$ cat config.mk
export PLATFORM = sky130hd
export DESIGN_NAME = ils_ctrl
export DESIGN_NICKNAME = d
export VERILOG_FILES = /design/src/rtl/ils_pkg.sv /design/src/rtl/ils_ctrl.sv
export SDC_FILE = /design/constraint.sdc
export NUM_CORES = 1
export LEC_CHECK = 0
export BUFFER_PORTS_ARGS = -buffer_cell sky130_fd_sc_hd__buf_2
export CAP_MARGIN = 20
export CORE_AREA = 3 3 103 105
export DETAILED_ROUTE_END_ITERATION = 10
export DIE_AREA = 0 0 106 108
export GPL_ROUTABILITY_DRIVEN = 0
export PLACE_DENSITY = 0.76
export SLEW_MARGIN = 10
export SYNTH_ARGS = -nofsm -noshare
export SYNTH_HDL_FRONTEND = slang
export SYNTH_SLANG_ARGS = --single-unit
$ cat constraint.sdc
create_clock -name clk_i -period 3.19 [get_ports clk_i]
set_input_delay 0.1595 -clock clk_i [delete_from_list [all_inputs] [get_ports clk_i]]
set_output_delay 0.1595 -clock clk_i [all_outputs]
set_load 0.01 [all_outputs]
$ cat src/rtl/ils_pkg.sv
`default_nettype none

package ils_pkg;

  typedef enum logic [1:0] {
    OP_APPEND = 2'd0,
    OP_GET    = 2'd1,
    OP_REMOVE = 2'd2
  } opcode_e;

  typedef enum logic [1:0] {
    ST_OK     = 2'd0,
    ST_BOUNDS = 2'd1,
    ST_FULL   = 2'd2
  } status_e;

  typedef enum logic [1:0] {
    S_IDLE,
    S_GET,
    S_RM_FIRST,
    S_RM_SHIFT
  } state_e;

  localparam int unsigned ValueWidth = 32;
  localparam int unsigned TotalWidth = 9;

  typedef struct packed {
    status_e                 status;
    logic [ValueWidth-1:0]   value;
    logic [TotalWidth-1:0]   total;
  } res_t;

endpackage

`default_nettype wire

$ cat src/rtl/ils_ctrl.sv
`default_nettype none

module ils_ctrl #(
  parameter int unsigned CAPACITY = 256,
  parameter int unsigned DATA_WIDTH = 32,
  parameter int unsigned AddrWidth = $clog2(CAPACITY)
) (
  input  wire logic                  clk_i,
  input  wire logic                  rst_ni,
  input  wire logic                  in_valid_i,
  output logic                       in_ready_o,
  input  wire logic [1:0]            opcode_i,
  input  wire logic [7:0]            position_i,
  input  wire logic [31:0]           item_value_i,
  input  wire logic                  out_free_i,
  output logic                       res_load_o,
  output ils_pkg::res_t              res_o,
  output logic                       mem_we_o,
  output logic [AddrWidth-1:0]       mem_waddr_o,
  output logic [DATA_WIDTH-1:0]      mem_wdata_o,
  output logic                       mem_re_o,
  output logic [AddrWidth-1:0]       mem_raddr_o,
  input  wire logic [DATA_WIDTH-1:0] mem_rdata_i
);

  import ils_pkg::*;

  localparam int unsigned CntWidth = $clog2(CAPACITY + 1);
  localparam int unsigned CmpWidth = (CntWidth > 8) ? CntWidth : 8;
  localparam logic [CntWidth-1:0] CapC = CntWidth'(CAPACITY);

  state_e                state_q, state_d;
  logic [CntWidth-1:0]   count_q, count_d;
  logic [CntWidth-1:0]   ptr_q, ptr_d;
  logic [AddrWidth-1:0]  wr_q, wr_d;
  logic [DATA_WIDTH-1:0] removed_q, removed_d;

  opcode_e               op;
  logic                  accept;
  logic                  in_range;
  logic                  more;
  logic [DATA_WIDTH-1:0] word;
  logic [63:0]           rdata_wide;
  logic [63:0]           removed_wide;

  assign in_ready_o   = (state_q == S_IDLE) && out_free_i;
  assign accept       = in_valid_i && in_ready_o;
  assign op           = opcode_e'(opcode_i);
  assign in_range     = CmpWidth'(position_i) < CmpWidth'(count_q);
  assign more         = ptr_q < count_q;
  assign word         = DATA_WIDTH'(64'(item_value_i));
  assign rdata_wide   = 64'(mem_rdata_i);
  assign removed_wide = 64'(removed_q);

  always_comb begin
    state_d = state_q;
    unique case (state_q)
      S_IDLE: begin
        if (accept && in_range) begin
          if (op == OP_GET) begin
            state_d = S_GET;
          end else if (op == OP_REMOVE) begin
            state_d = S_RM_FIRST;
          end
        end
      end
      S_GET: begin
        state_d = S_IDLE;
      end
      S_RM_FIRST: begin
        state_d = more ? S_RM_SHIFT : S_IDLE;
      end
      S_RM_SHIFT: begin
        state_d = more ? S_RM_SHIFT : S_IDLE;
      end
      default: begin
        state_d = S_IDLE;
      end
    endcase
  end

  always_comb begin
    mem_we_o     = 1'b0;
    mem_waddr_o  = wr_q;
    mem_wdata_o  = mem_rdata_i;
    mem_re_o     = 1'b0;
    mem_raddr_o  = AddrWidth'(ptr_q);
    res_load_o   = 1'b0;
    res_o.status = ST_OK;
    res_o.value  = '0;
    count_d      = count_q;
    ptr_d        = ptr_q;
    wr_d         = wr_q;
    removed_d    = removed_q;
    unique case (state_q)
      S_IDLE: begin
        if (accept) begin
          mem_raddr_o = AddrWidth'(position_i);
          ptr_d       = CntWidth'(position_i) + CntWidth'(1);
          wr_d        = AddrWidth'(position_i);
          unique case (op)
            OP_APPEND: begin
              res_load_o = 1'b1;
              if (count_q < CapC) begin
                mem_we_o    = 1'b1;
                mem_waddr_o = AddrWidth'(count_q);
                mem_wdata_o = word;
                count_d     = count_q + CntWidth'(1);
              end else begin
                res_o.status = ST_FULL;
              end
            end
            OP_GET, OP_REMOVE: begin
              if (in_range) begin
                mem_re_o = 1'b1;
              end else begin
                res_o.status = ST_BOUNDS;
                res_load_o   = 1'b1;
              end
            end
            default: begin
              res_load_o = 1'b1;
            end
          endcase
        end
      end
      S_GET: begin
        res_o.value = rdata_wide[31:0];
        res_load_o  = 1'b1;
      end
      S_RM_FIRST: begin
        removed_d = mem_rdata_i;
        if (more) begin
          mem_re_o = 1'b1;
          ptr_d    = ptr_q + CntWidth'(1);
        end else begin
          count_d     = count_q - CntWidth'(1);
          res_o.value = rdata_wide[31:0];
          res_load_o  = 1'b1;
        end
      end
      S_RM_SHIFT: begin
        mem_we_o = 1'b1;
        wr_d     = wr_q + AddrWidth'(1);
        if (more) begin
          mem_re_o = 1'b1;
          ptr_d    = ptr_q + CntWidth'(1);
        end else begin
          count_d     = count_q - CntWidth'(1);
          res_o.value = removed_wide[31:0];
          res_load_o  = 1'b1;
        end
      end
      default: begin
        res_load_o = 1'b0;
      end
    endcase
    res_o.total = TotalWidth'(count_d);
  end

  always_ff @(posedge clk_i or negedge rst_ni) begin
    if (!rst_ni) begin
      state_q <= S_IDLE;
      count_q <= '0;
    end else begin
      state_q <= state_d;
      count_q <= count_d;
    end
  end

  always_ff @(posedge clk_i) begin
    ptr_q     <= ptr_d;
    wr_q      <= wr_d;
    removed_q <= removed_d;
  end

  a_count_bound: assert property (@(posedge clk_i) disable iff (!rst_ni)
    count_q <= CapC)
    else $error("entry count exceeds capacity");

  a_shift_below_count: assert property (@(posedge clk_i) disable iff (!rst_ni)
    (state_q == S_RM_SHIFT) |-> ((CntWidth'(wr_q) + CntWidth'(1)) < count_q))
    else $error("shift writes beyond the last entry");

  a_load_free: assert property (@(posedge clk_i) disable iff (!rst_ni)
    res_load_o |-> out_free_i)
    else $error("result loaded while the output register is held");

endmodule

`default_nettype wire

==> flow_summary.yaml, run 1 <==
status:
  status: "finished, final reports clean"
sta:
  final-hold-violation-count: 0
  slew_viol_final: 0
  worst_pin_slew_ns: 0.6693
  timing.slew.headroom_pct: 55.38
  min_period_ns: 3.062
  fin_worst_skew_ns: 0.01158
  rsz0062_at_grt: "no"
  finalSetupViolCount: 0
  fmax_ghz: 0.3266
  fin_tns_setup_ns: 0
  fin_crit_sh_pct: 95.98
  worst_slack_ns: 0.1282
yosys:
  netlist-cell-type-count: 57
  yosysSeqAreaShare_pct: 40.24
  synthMuxAreaShare_pct: 13.49
  synth-edff-count: 49
  synth-xor-area-share_pct: 2.825
  synth.net_count: 513
  syn-cell-area_mm2: 0.004340
  ys_warn_count: 0
  synth_area_per_cell_um2: 10.66
  synth-simple-area-share_pct: 14.01
  synth_top_family_by_area: "compound AO/OA/AOI/OAI gates"
  synth-compound-area-share_pct: 17.21
  syn-instance-count: 407
  async_flop_share_pct: 18.33
  ys_ff_latch: 60
  ys.flop_type: "edfxtp_1"
  synthAdderAreaFrac_pct: 8.071
final_layout:
  drive_above_1_share_pct: 44.27
  nets: 686
  fin_area_mm2: 0.005588
  fin_util_pct: 57.43
  final_cell_mix: "buf_2 (172), edfxtp_1 (49), mux2_2 (44)"
  final_common_cell: "buf_2"
  num_antenna_cells: 0
  synthToLayoutAreaGrowth_pct: 28.74
pwr:
  power.leakage_nw: 2.491
  vdd_drop_max_v: 0.0004753
  pwr_density_cell_mw_per_mm2: 911.3
  power_frac_comb_pct: 56.3
  p_int_mw: 2.826
  switchingPower_mw: 2.266
  seqPwrFrac_pct: 28.6
  sw_frac_of_total_pct: 44.51
  power_frac_clock_pct: 15.1
worst_setup_path:
  worst_path_largest_cell_delay_ns: 0.49
  start_kind: "register"
  arrival_ns: 2.90
  regToRegSetupSlack_ns: 0.61
  worst_ep_required_time_ns: 3.03
  path_cells: "inv_1 -> ha_1 -> nand4_1 -> nor4b_4 -> o31ai_2 -> a21oi_2 -> buf_6 -> a22o_1 -> buf_2"
  slowest_stage: "dfrtp_1"
  critical_path_class: "register to output port"
  r2r_cells: 7
  worstPathMaxFanout: 32
  end_kind: "output port"
clock_tree:
  clk_latency_ns: 0.34
  numCtsBuffers: 9
  cts.htree.levels: 3
  clock_path_buffers: 2
  clk_pin_slew_ns: 0.07
  root_buffer: "clkbuf_8"
  clock_sink_count: 60
  cts_tree: "yes"
die:
  start_util_pct: 44.61
  fp-row-count: 36
  ios: 173
  fp.dieH_um: 108
  coreArea_mm2: 0.009729
  die_x_um: 106
  die-area_mm2: 0.01145
hold_path:
  min_path_type: "primary input to register"
  hold_path_depth: 1
place:
  place_area_mm2: 0.005350
  dp_hpwl_mm: 10.47
  io_buffer_count: 172
  place_ws_ns: 0.4427
detailed_routing:
  drc: 0
  ant_nets: 0
  drt_iter0_drc: 426
  vias: 4217
  totalWireLength_mm: 13.68
  viasPerCell: 5.873
  dr.pass1.iters: 6
  wl_per_cell_um: 19.06
global_route:
  grt_pass1_wl_mm: 20.76
  antenna_found_initial: 0
  grt_pass1_vias: 4070
  grt_max_degree: 33
  overflow: 0
  grt_usage_pct: 23.30
run:
  cap_violations: 0
## area by class of cell
cell class / instances / area, um^2
fill: 865 / 4141
multi-input combinational: 306 / 2424
sequential: 60 / 1748
timing repair buffer: 185 / 968.4
tap: 133 / 166.4
clock buffer: 9 / 123.9
clock inverter: 7 / 90.09
inverter: 18 / 67.56
## registers in the layout (all words and copies together), names as in the netlist
register	flops
count_q	9
ptr_q	9
removed_q	32
state_q	2
wr_q	8
## power by group through the flow
stage / logic, mW / registers (mW) / clock network, mW
6_report: 2.87 / 1.46 / 0.768
4_1_cts: 2.81 / 1.45 / 0.777
3_5_place_dp: 2.79 / 1.47 / 0
2_1_floorplan: 1.89 / 1.39 / 0
5_1_grt: 3.10 / 1.49 / 0.809
3_3_place_gp: 2.72 / 1.45 / 0
## per-stage QoR
step	cells	power [mW]	hold WS (ns)
floorplan	407	3.282	-0.1361
global placement	701	4.167	0.05181
detailed placement	701	4.260	0.05187
CTS	718	5.039	0.01642
global route	718	5.399	0.01396
finish	718	5.092	0.02905
## Yosys cell counts (2+ instances only)
library cell  number  area share (%)
nor3_1             7            0.81
mux2_2            44              11
a31oi_1            3            0.43
and4_1             2            0.40
ha_1              28             8.1
a211oi_1           3            0.52
or3_1              4            0.58
nand4_1           11             1.6
xnor2_1            7             1.4
buf_2              9             1.0
nor2_1            26             2.2
nor4_1             2            0.29
o21ai_1            2            0.23
and2_1             3            0.43
nand2_1           19             1.6
o221ai_1           2            0.40
edfxtp_1          49              34
a211o_1            2            0.40
nand4b_1           2            0.40
dfrtp_1           11             6.3
o211ai_1           9             1.6
inv_1             18             1.6
xor2_1             7             1.4
nand3_1           13             1.5
o21ai_0           17             2.0
buf_1              2            0.17
mux2i_1            9             2.1
nand2b_1           2            0.29
a22oi_1            3            0.52
a22o_1            32             6.5
and3_1             7             1.0
buf_4              4            0.69
clkbuf_1           8            0.69
a21oi_1           17             2.0
## critical path: cells and delay by family (launching register included)
| family | cells | cell delay (ns) |
|---|---|---|
| simple gates | 2 | 0.65 |
| buf+inv | 3 | 0.56 |
| fa+ha+maj | 1 | 0.30 |
| compound gates | 3 | 0.55 |
| flops | 1 | 0.49 |
## path summary, 6_finish.rpt
kind / start / endpoint
worst min-delay path: mem_rdata_i[6] / removed_q[6]$_DFFE_PP_
max in group asynchronous: rst_ni / count_q[8]$_DFF_PN0_
worst max register to register: count_q[4]$_DFF_PN0_ / ptr_q[0]$_DFFE_PP_
worst max-delay path: count_q[5]$_DFF_PN0_ / res_o[16]
min in group asynchronous: rst_ni / state_q[0]$_DFFE_PN0P_
worst min register to register: state_q[1]$_DFFE_PN0P_ / state_q[1]$_DFFE_PN0P_
## per-layer routing
layer,up-vias,GRT usage [%],share of wire [%]
li1,1914,-,-
met1,1964,28.99,39
met2,274,39.57,47
met3,65,5.254,10
met4,0,9.158,3.8
met5,-,0,0
## logic make-up after synthesis
logic type	Yosys count
simple gates	109
compound gates	102
flops	60
mux	53
buf+inv	41
fa+ha+maj	28
xor+xnor	14
## repair_timing
action,in CTS,in global routing
hold buffers,1,0
gates resized for setup,0,4
setup buffers,0,0
endpoints found under the setup margin,0,37
hold endpoints to repair,11,0
No activity file was read; power rests on OpenSTA's default activity.
==> run 2, diff against run 1 <==
--- a/config.mk
+++ b/config.mk
@@ -11,6 +11,7 @@
 export DETAILED_ROUTE_END_ITERATION = 10
 export DIE_AREA = 0 0 106 108
 export GPL_ROUTABILITY_DRIVEN = 0
+export MAX_ROUTING_LAYER = met4
 export PLACE_DENSITY = 0.76
 export SLEW_MARGIN = 10
 export SYNTH_ARGS = -nofsm -noshare
==> flow_summary.yaml, run 2 (synthesis results as in run 1) <==
status:
  status: "finished, final reports clean"
die:
  die_x_um: 106
  fp-row-count: 36
  start_util_pct: 44.61
  die-area_mm2: 0.01145
  ios: 173
  fp.dieH_um: 108
  coreArea_mm2: 0.009729
pwr:
  sw_frac_of_total_pct: 44.64
  power_frac_clock_pct: 15.1
  switchingPower_mw: 2.278
  seqPwrFrac_pct: 28.6
  vdd_drop_max_v: 0.0004781
  power_frac_comb_pct: 56.3
  p_int_mw: 2.825
  pwr_density_cell_mw_per_mm2: 913.2
  power.leakage_nw: 2.491
sta:
  worst_pin_slew_ns: 0.6996
  finalSetupViolCount: 0
  slew_viol_final: 0
  fin_worst_skew_ns: 0.01257
  worst_slack_ns: 0.1155
  fin_crit_sh_pct: 96.38
  final-hold-violation-count: 0
  fmax_ghz: 0.3253
  timing.slew.headroom_pct: 53.36
  fin_tns_setup_ns: 0
  min_period_ns: 3.074
  rsz0062_at_grt: "no"
  whs_ns: 0.02605
global_route:
  grt_max_degree: 33
  overflow: 0
  antenna_found_initial: 0
  grt_pass1_vias: 4071
  grt_usage_pct: 24.00
  grt_pass1_wl_mm: 20.76
place:
  place_ws_ns: 0.4427
  place_area_mm2: 0.005350
  io_buffer_count: 172
  dp_hpwl_mm: 10.47
worst_setup_path:
  r2r-start: "count_q[4]$_DFF_PN0_"
  worstPathMaxFanout: 32
  arrival_ns: 2.91
  worst_ep_required_time_ns: 3.03
  start_kind: "register"
  critical_path_class: "register to output port"
  setup.worst_path.start: "count_q[5]$_DFF_PN0_"
  end_kind: "output port"
detailed_routing:
  viasPerCell: 5.844
  ant_nets: 0
  wl_per_cell_um: 19.11
  drc: 0
  totalWireLength_mm: 13.72
  dr.pass1.iters: 7
  vias: 4196
  drt_iter0_drc: 473
final_layout:
  num_antenna_cells: 0
  nets: 686
  drive_above_1_share_pct: 44.27
  largest_reg_flops: 32
  final_cell_mix: "buf_2 (172), edfxtp_1 (49), mux2_2 (44)"
  synthToLayoutAreaGrowth_pct: 28.74
  largestRegisters: "removed_q x32, count_q x9, ptr_q x9"
  regMostFlops: "removed_q"
  final_common_cell: "buf_2"
  fin_util_pct: 57.43
  fin_area_mm2: 0.005588
clock_tree:
  clock_sink_count: 60
  root_buffer: "clkbuf_8"
  cts.htree.levels: 3
  cts_setup_buffers: 0
  cts_tree: "yes"
  clock_path_buffers: 2
  clk_pin_slew_ns: 0.07
  clk_latency_ns: 0.34
  numCtsBuffers: 9
run:
  cap_violations: 0
hold_path:
  min_path_type: "primary input to register"
  hold_start: "mem_rdata_i[6]"
run 2: cell counts in the layout (fill, tap and decap cells not counted):
Identical to the previous run, type by type.
run 2: final cells by class:
cell class	instances	area, um^2
multi-input combinational	306	2424
fill	865	4141
inverter	18	67.56
sequential	60	1748
clock buffer	9	123.9
timing repair buffer	185	968.4
clock inverter	7	90.09
tap	133	166.4
run 2: metrics by stage:
| step | cells | power, mW |
|---|---|---|
| floorplan | 407 | 3.282 |
| global placement | 701 | 4.167 |
| detailed placement | 701 | 4.260 |
| CTS | 718 | 5.039 |
| global route | 718 | 5.398 |
| finish | 718 | 5.103 |
run 2: power groups by stage:
stage / registers [mW] / clock network [mW] / logic, mW
after floorplan: 1.39 / 0 / 1.89
after global placement: 1.45 / 0 / 2.72
after detailed placement: 1.47 / 0 / 2.79
after CTS: 1.45 / 0.777 / 2.81
after global routing: 1.49 / 0.810 / 3.10
final: 1.46 / 0.770 / 2.87
run 2: worst paths after layout:
kind                       depth (start not counted)  slack (ns)                      to
setup / recovery                                   9        0.12               res_o[16]
hold / removal                                     1        0.03  removed_q[6]$_DFFE_PP_
setup reg to reg                                   7        0.62      ptr_q[3]$_DFFE_PP_
hold reg to reg                                    1        0.62  state_q[1]$_DFFE_PN0P_
max in group asynchronous                          2        2.72    count_q[8]$_DFF_PN0_
min in group asynchronous                          2        0.23    count_q[1]$_DFF_PN0_
run 2: routing by layer:
layer  part of all wire, %  global-route usage [%]  up-vias
met5                     0                       -        -
met4                   3.3                   9.251        0
met3                    10                   4.716       52
met2                    47                   39.57      279
met1                    39                   29.34     1949
li1                      -                       -     1916
run 2: worst max-delay path, stage by stage, from the launching register on:
cell,delay [ns]
dfrtp_1,0.49
inv_1,0.14
ha_1,0.30
nand4_1,0.18
nor4b_4,0.48
o31ai_2,0.11
a21oi_2,0.18
buf_6,0.27
a22o_1,0.26
buf_2,0.16
run 2: repair_timing:
item	4_1_cts	5_1_grt
gates resized for setup	0	4
endpoints found under the setup margin	0	37
hold endpoints to repair	11	0
hold buffers	1	0
==> run 3, diff against run 2 <==
--- a/config.mk
+++ b/config.mk
@@ -7,12 +7,12 @@
 export LEC_CHECK = 0
 export BUFFER_PORTS_ARGS = -buffer_cell sky130_fd_sc_hd__buf_2
 export CAP_MARGIN = 20
-export CORE_AREA = 3 3 103 105
+export CORE_AREA = 3 3 125 127
 export DETAILED_ROUTE_END_ITERATION = 10
-export DIE_AREA = 0 0 106 108
+export DIE_AREA = 0 0 128 130
 export GPL_ROUTABILITY_DRIVEN = 0
 export MAX_ROUTING_LAYER = met4
-export PLACE_DENSITY = 0.76
+export SETUP_SLACK_MARGIN = 0.15
 export SLEW_MARGIN = 10
 export SYNTH_ARGS = -nofsm -noshare
 export SYNTH_HDL_FRONTEND = slang
==> flow_summary.yaml, run 3 (synthesis results as in run 1) <==
final_layout:
  synthToLayoutAreaGrowth_pct: 37.10
  fillers: 1411
  largestRegisters: "removed_q x32, count_q x9, ptr_q x9"
  nets: 700
  final_cell_mix: "buf_2 (172), edfxtp_1 (49), mux2_2 (44)"
  largest_reg_flops: 32
  fin_area_mm2: 0.005951
  final_common_cell: "buf_2"
  regMostFlops: "removed_q"
  num_antenna_cells: 0
  drive_above_1_share_pct: 47.25
die:
  die_x_um: 128
  fp.dieH_um: 130
  start_util_pct: 29.86
  coreArea_mm2: 0.01453
  fp-row-count: 44
  ios: 173
  die-area_mm2: 0.01664
pwr:
  p_int_mw: 3.229
  pwr_density_cell_mw_per_mm2: 948.0
  vdd_drop_max_v: 0.0004125
  seqPwrFrac_pct: 26.1
  switchingPower_mw: 2.413
  power_frac_comb_pct: 55.6
  power_frac_clock_pct: 18.3
  power.leakage_nw: 2.619
  sw_frac_of_total_pct: 42.77
sta:
  timing.slew.headroom_pct: 50.30
  worst_pin_slew_ns: 0.7455
  slew_viol_final: 0
  fin_worst_skew_ns: 0.006355
  rsz0062_at_grt: "no"
  fin_crit_sh_pct: 92.47
  whs_ns: 0.03920
  fin_tns_setup_ns: 0
  finalSetupViolCount: 0
  fmax_ghz: 0.3390
  final-hold-violation-count: 0
  min_period_ns: 2.950
worst_setup_path:
  critical_path_class: "register to output port"
  start_kind: "register"
  r2r-start: "ptr_q[2]$_DFFE_PP_"
  worst_ep_required_time_ns: 3.03
  worstPathMaxFanout: 16
  end_kind: "output port"
  regToRegSetupSlack_ns: 0.59
  r2r_cells: 7
  r2r-end: "ptr_q[3]$_DFFE_PP_"
  arrival_ns: 2.79
place:
  dp_hpwl_mm: 11.07
  io_buffer_count: 172
  place_area_mm2: 0.005429
detailed_routing:
  dr.pass1.iters: 5
  ant_nets: 0
  drc: 0
  wl_per_cell_um: 18.70
  viasPerCell: 5.322
  totalWireLength_mm: 14.64
  drt_iter0_drc: 427
  vias: 4167
hold_path:
  whs_endpoint: "removed_q[16]$_DFFE_PP_"
  hold_path_depth: 1
  min_path_type: "primary input to register"
  hold_start: "mem_rdata_i[16]"
global_route:
  overflow: 0
  grt_usage_pct: 16.78
  grt_pass1_wl_mm: 21.08
  antenna_found_initial: 0
  grt_max_degree: 34
  grt_pass1_vias: 3857
clock_tree:
  clk_pin_slew_ns: 0.05
  clock_path_buffers: 2
  cts_tree: "yes"
  clock_sink_count: 60
  cts.htree.levels: 3
  clk_latency_ns: 0.33
  root_buffer: "clkbuf_16"
  numCtsBuffers: 9
run:
  cap_violations: 0
status:
  status: "finished, final reports clean"
==> run 3: area by class of cell <==
cell class                 count  area, um^2  share of cell area [%]
clock buffer                   9       225.2                   3.785
clock inverter                 7       90.09                   1.514
inverter                      18       67.56                   1.135
multi-input combinational    307        2490                   41.84
sequential                    60        1752                   29.44
tap                          184       230.2                   3.869
timing repair buffer         198        1096                   18.42
==> run 3: critical path, stage by stage (launching register included) <==
cell,delay [ns]
dfrtp_2,0.42
inv_1,0.13
ha_4,0.29
nand4_1,0.13
buf_4,0.17
nor4b_4,0.25
buf_4,0.19
o31ai_2,0.08
a21oi_2,0.14
buf_4,0.16
buf_12,0.15
a22o_1,0.19
buf_2,0.14
==> run 3: layer usage <==
layer	global-route usage (%)	vias up	routed length [um]
met5	-	-	0
met2	27.94	218	6954
met1	20.59	1984	6217
met4	4.120	0	167
li1	-	1949	-
met3	4.134	16	1300
==> run 3: power by group through the flow <==
stage	logic [mW]	clock network, mW	registers, mW
2_1_floorplan	1.90	0	1.39
3_3_place_gp	2.77	0	1.47
3_5_place_dp	2.83	0	1.47
4_1_cts	2.87	1.06	1.46
5_1_grt	3.40	1.11	1.50
6_report	3.13	1.03	1.47
==> run 3: worst max-delay path by stage <==
| stage | from | end | slack, ns | cells past startpoint |
|---|---|---|---|---|
| detailed placement | count_q[8]$_DFF_PN0_ | res_o[5] | 0.44 | 8 |
| floorplan | count_q[4]$_DFF_PN0_ | ptr_q[0]$_DFFE_PP_ | 0.22 | 8 |
| global placement | count_q[8]$_DFF_PN0_ | res_o[31] | 0.49 | 9 |
| CTS | count_q[8]$_DFF_PN0_ | res_o[31] | 0.15 | 9 |
| global route | count_q[7]$_DFF_PN0_ | res_o[32] | 0.13 | 12 |
| finish | count_q[8]$_DFF_PN0_ | res_o[31] | 0.24 | 12 |
==> run 3: per-stage QoR <==
stage	std cells	power, mW	setup slack (ns)	util (%)
after floorplan	407	3.282	0.2157	-
after global placement	754	4.240	0.4945	37.35
after detailed placement	754	4.303	0.4431	37.35
after CTS	771	5.387	0.1494	39.68
after global routing	783	6.011	0.1324	40.94
final	783	5.641	0.2401	40.94
==> run 3: timing repair <==
item | in CTS | in global routing
gates resized for setup | 3 | 17
hold endpoints to repair | 11 | 0
gates cloned | 0 | 2
buffers inserted | 0 | 10
setup endpoints to repair | 15 | 40
pin swaps | 0 | 5
hold buffers | 1 | 0
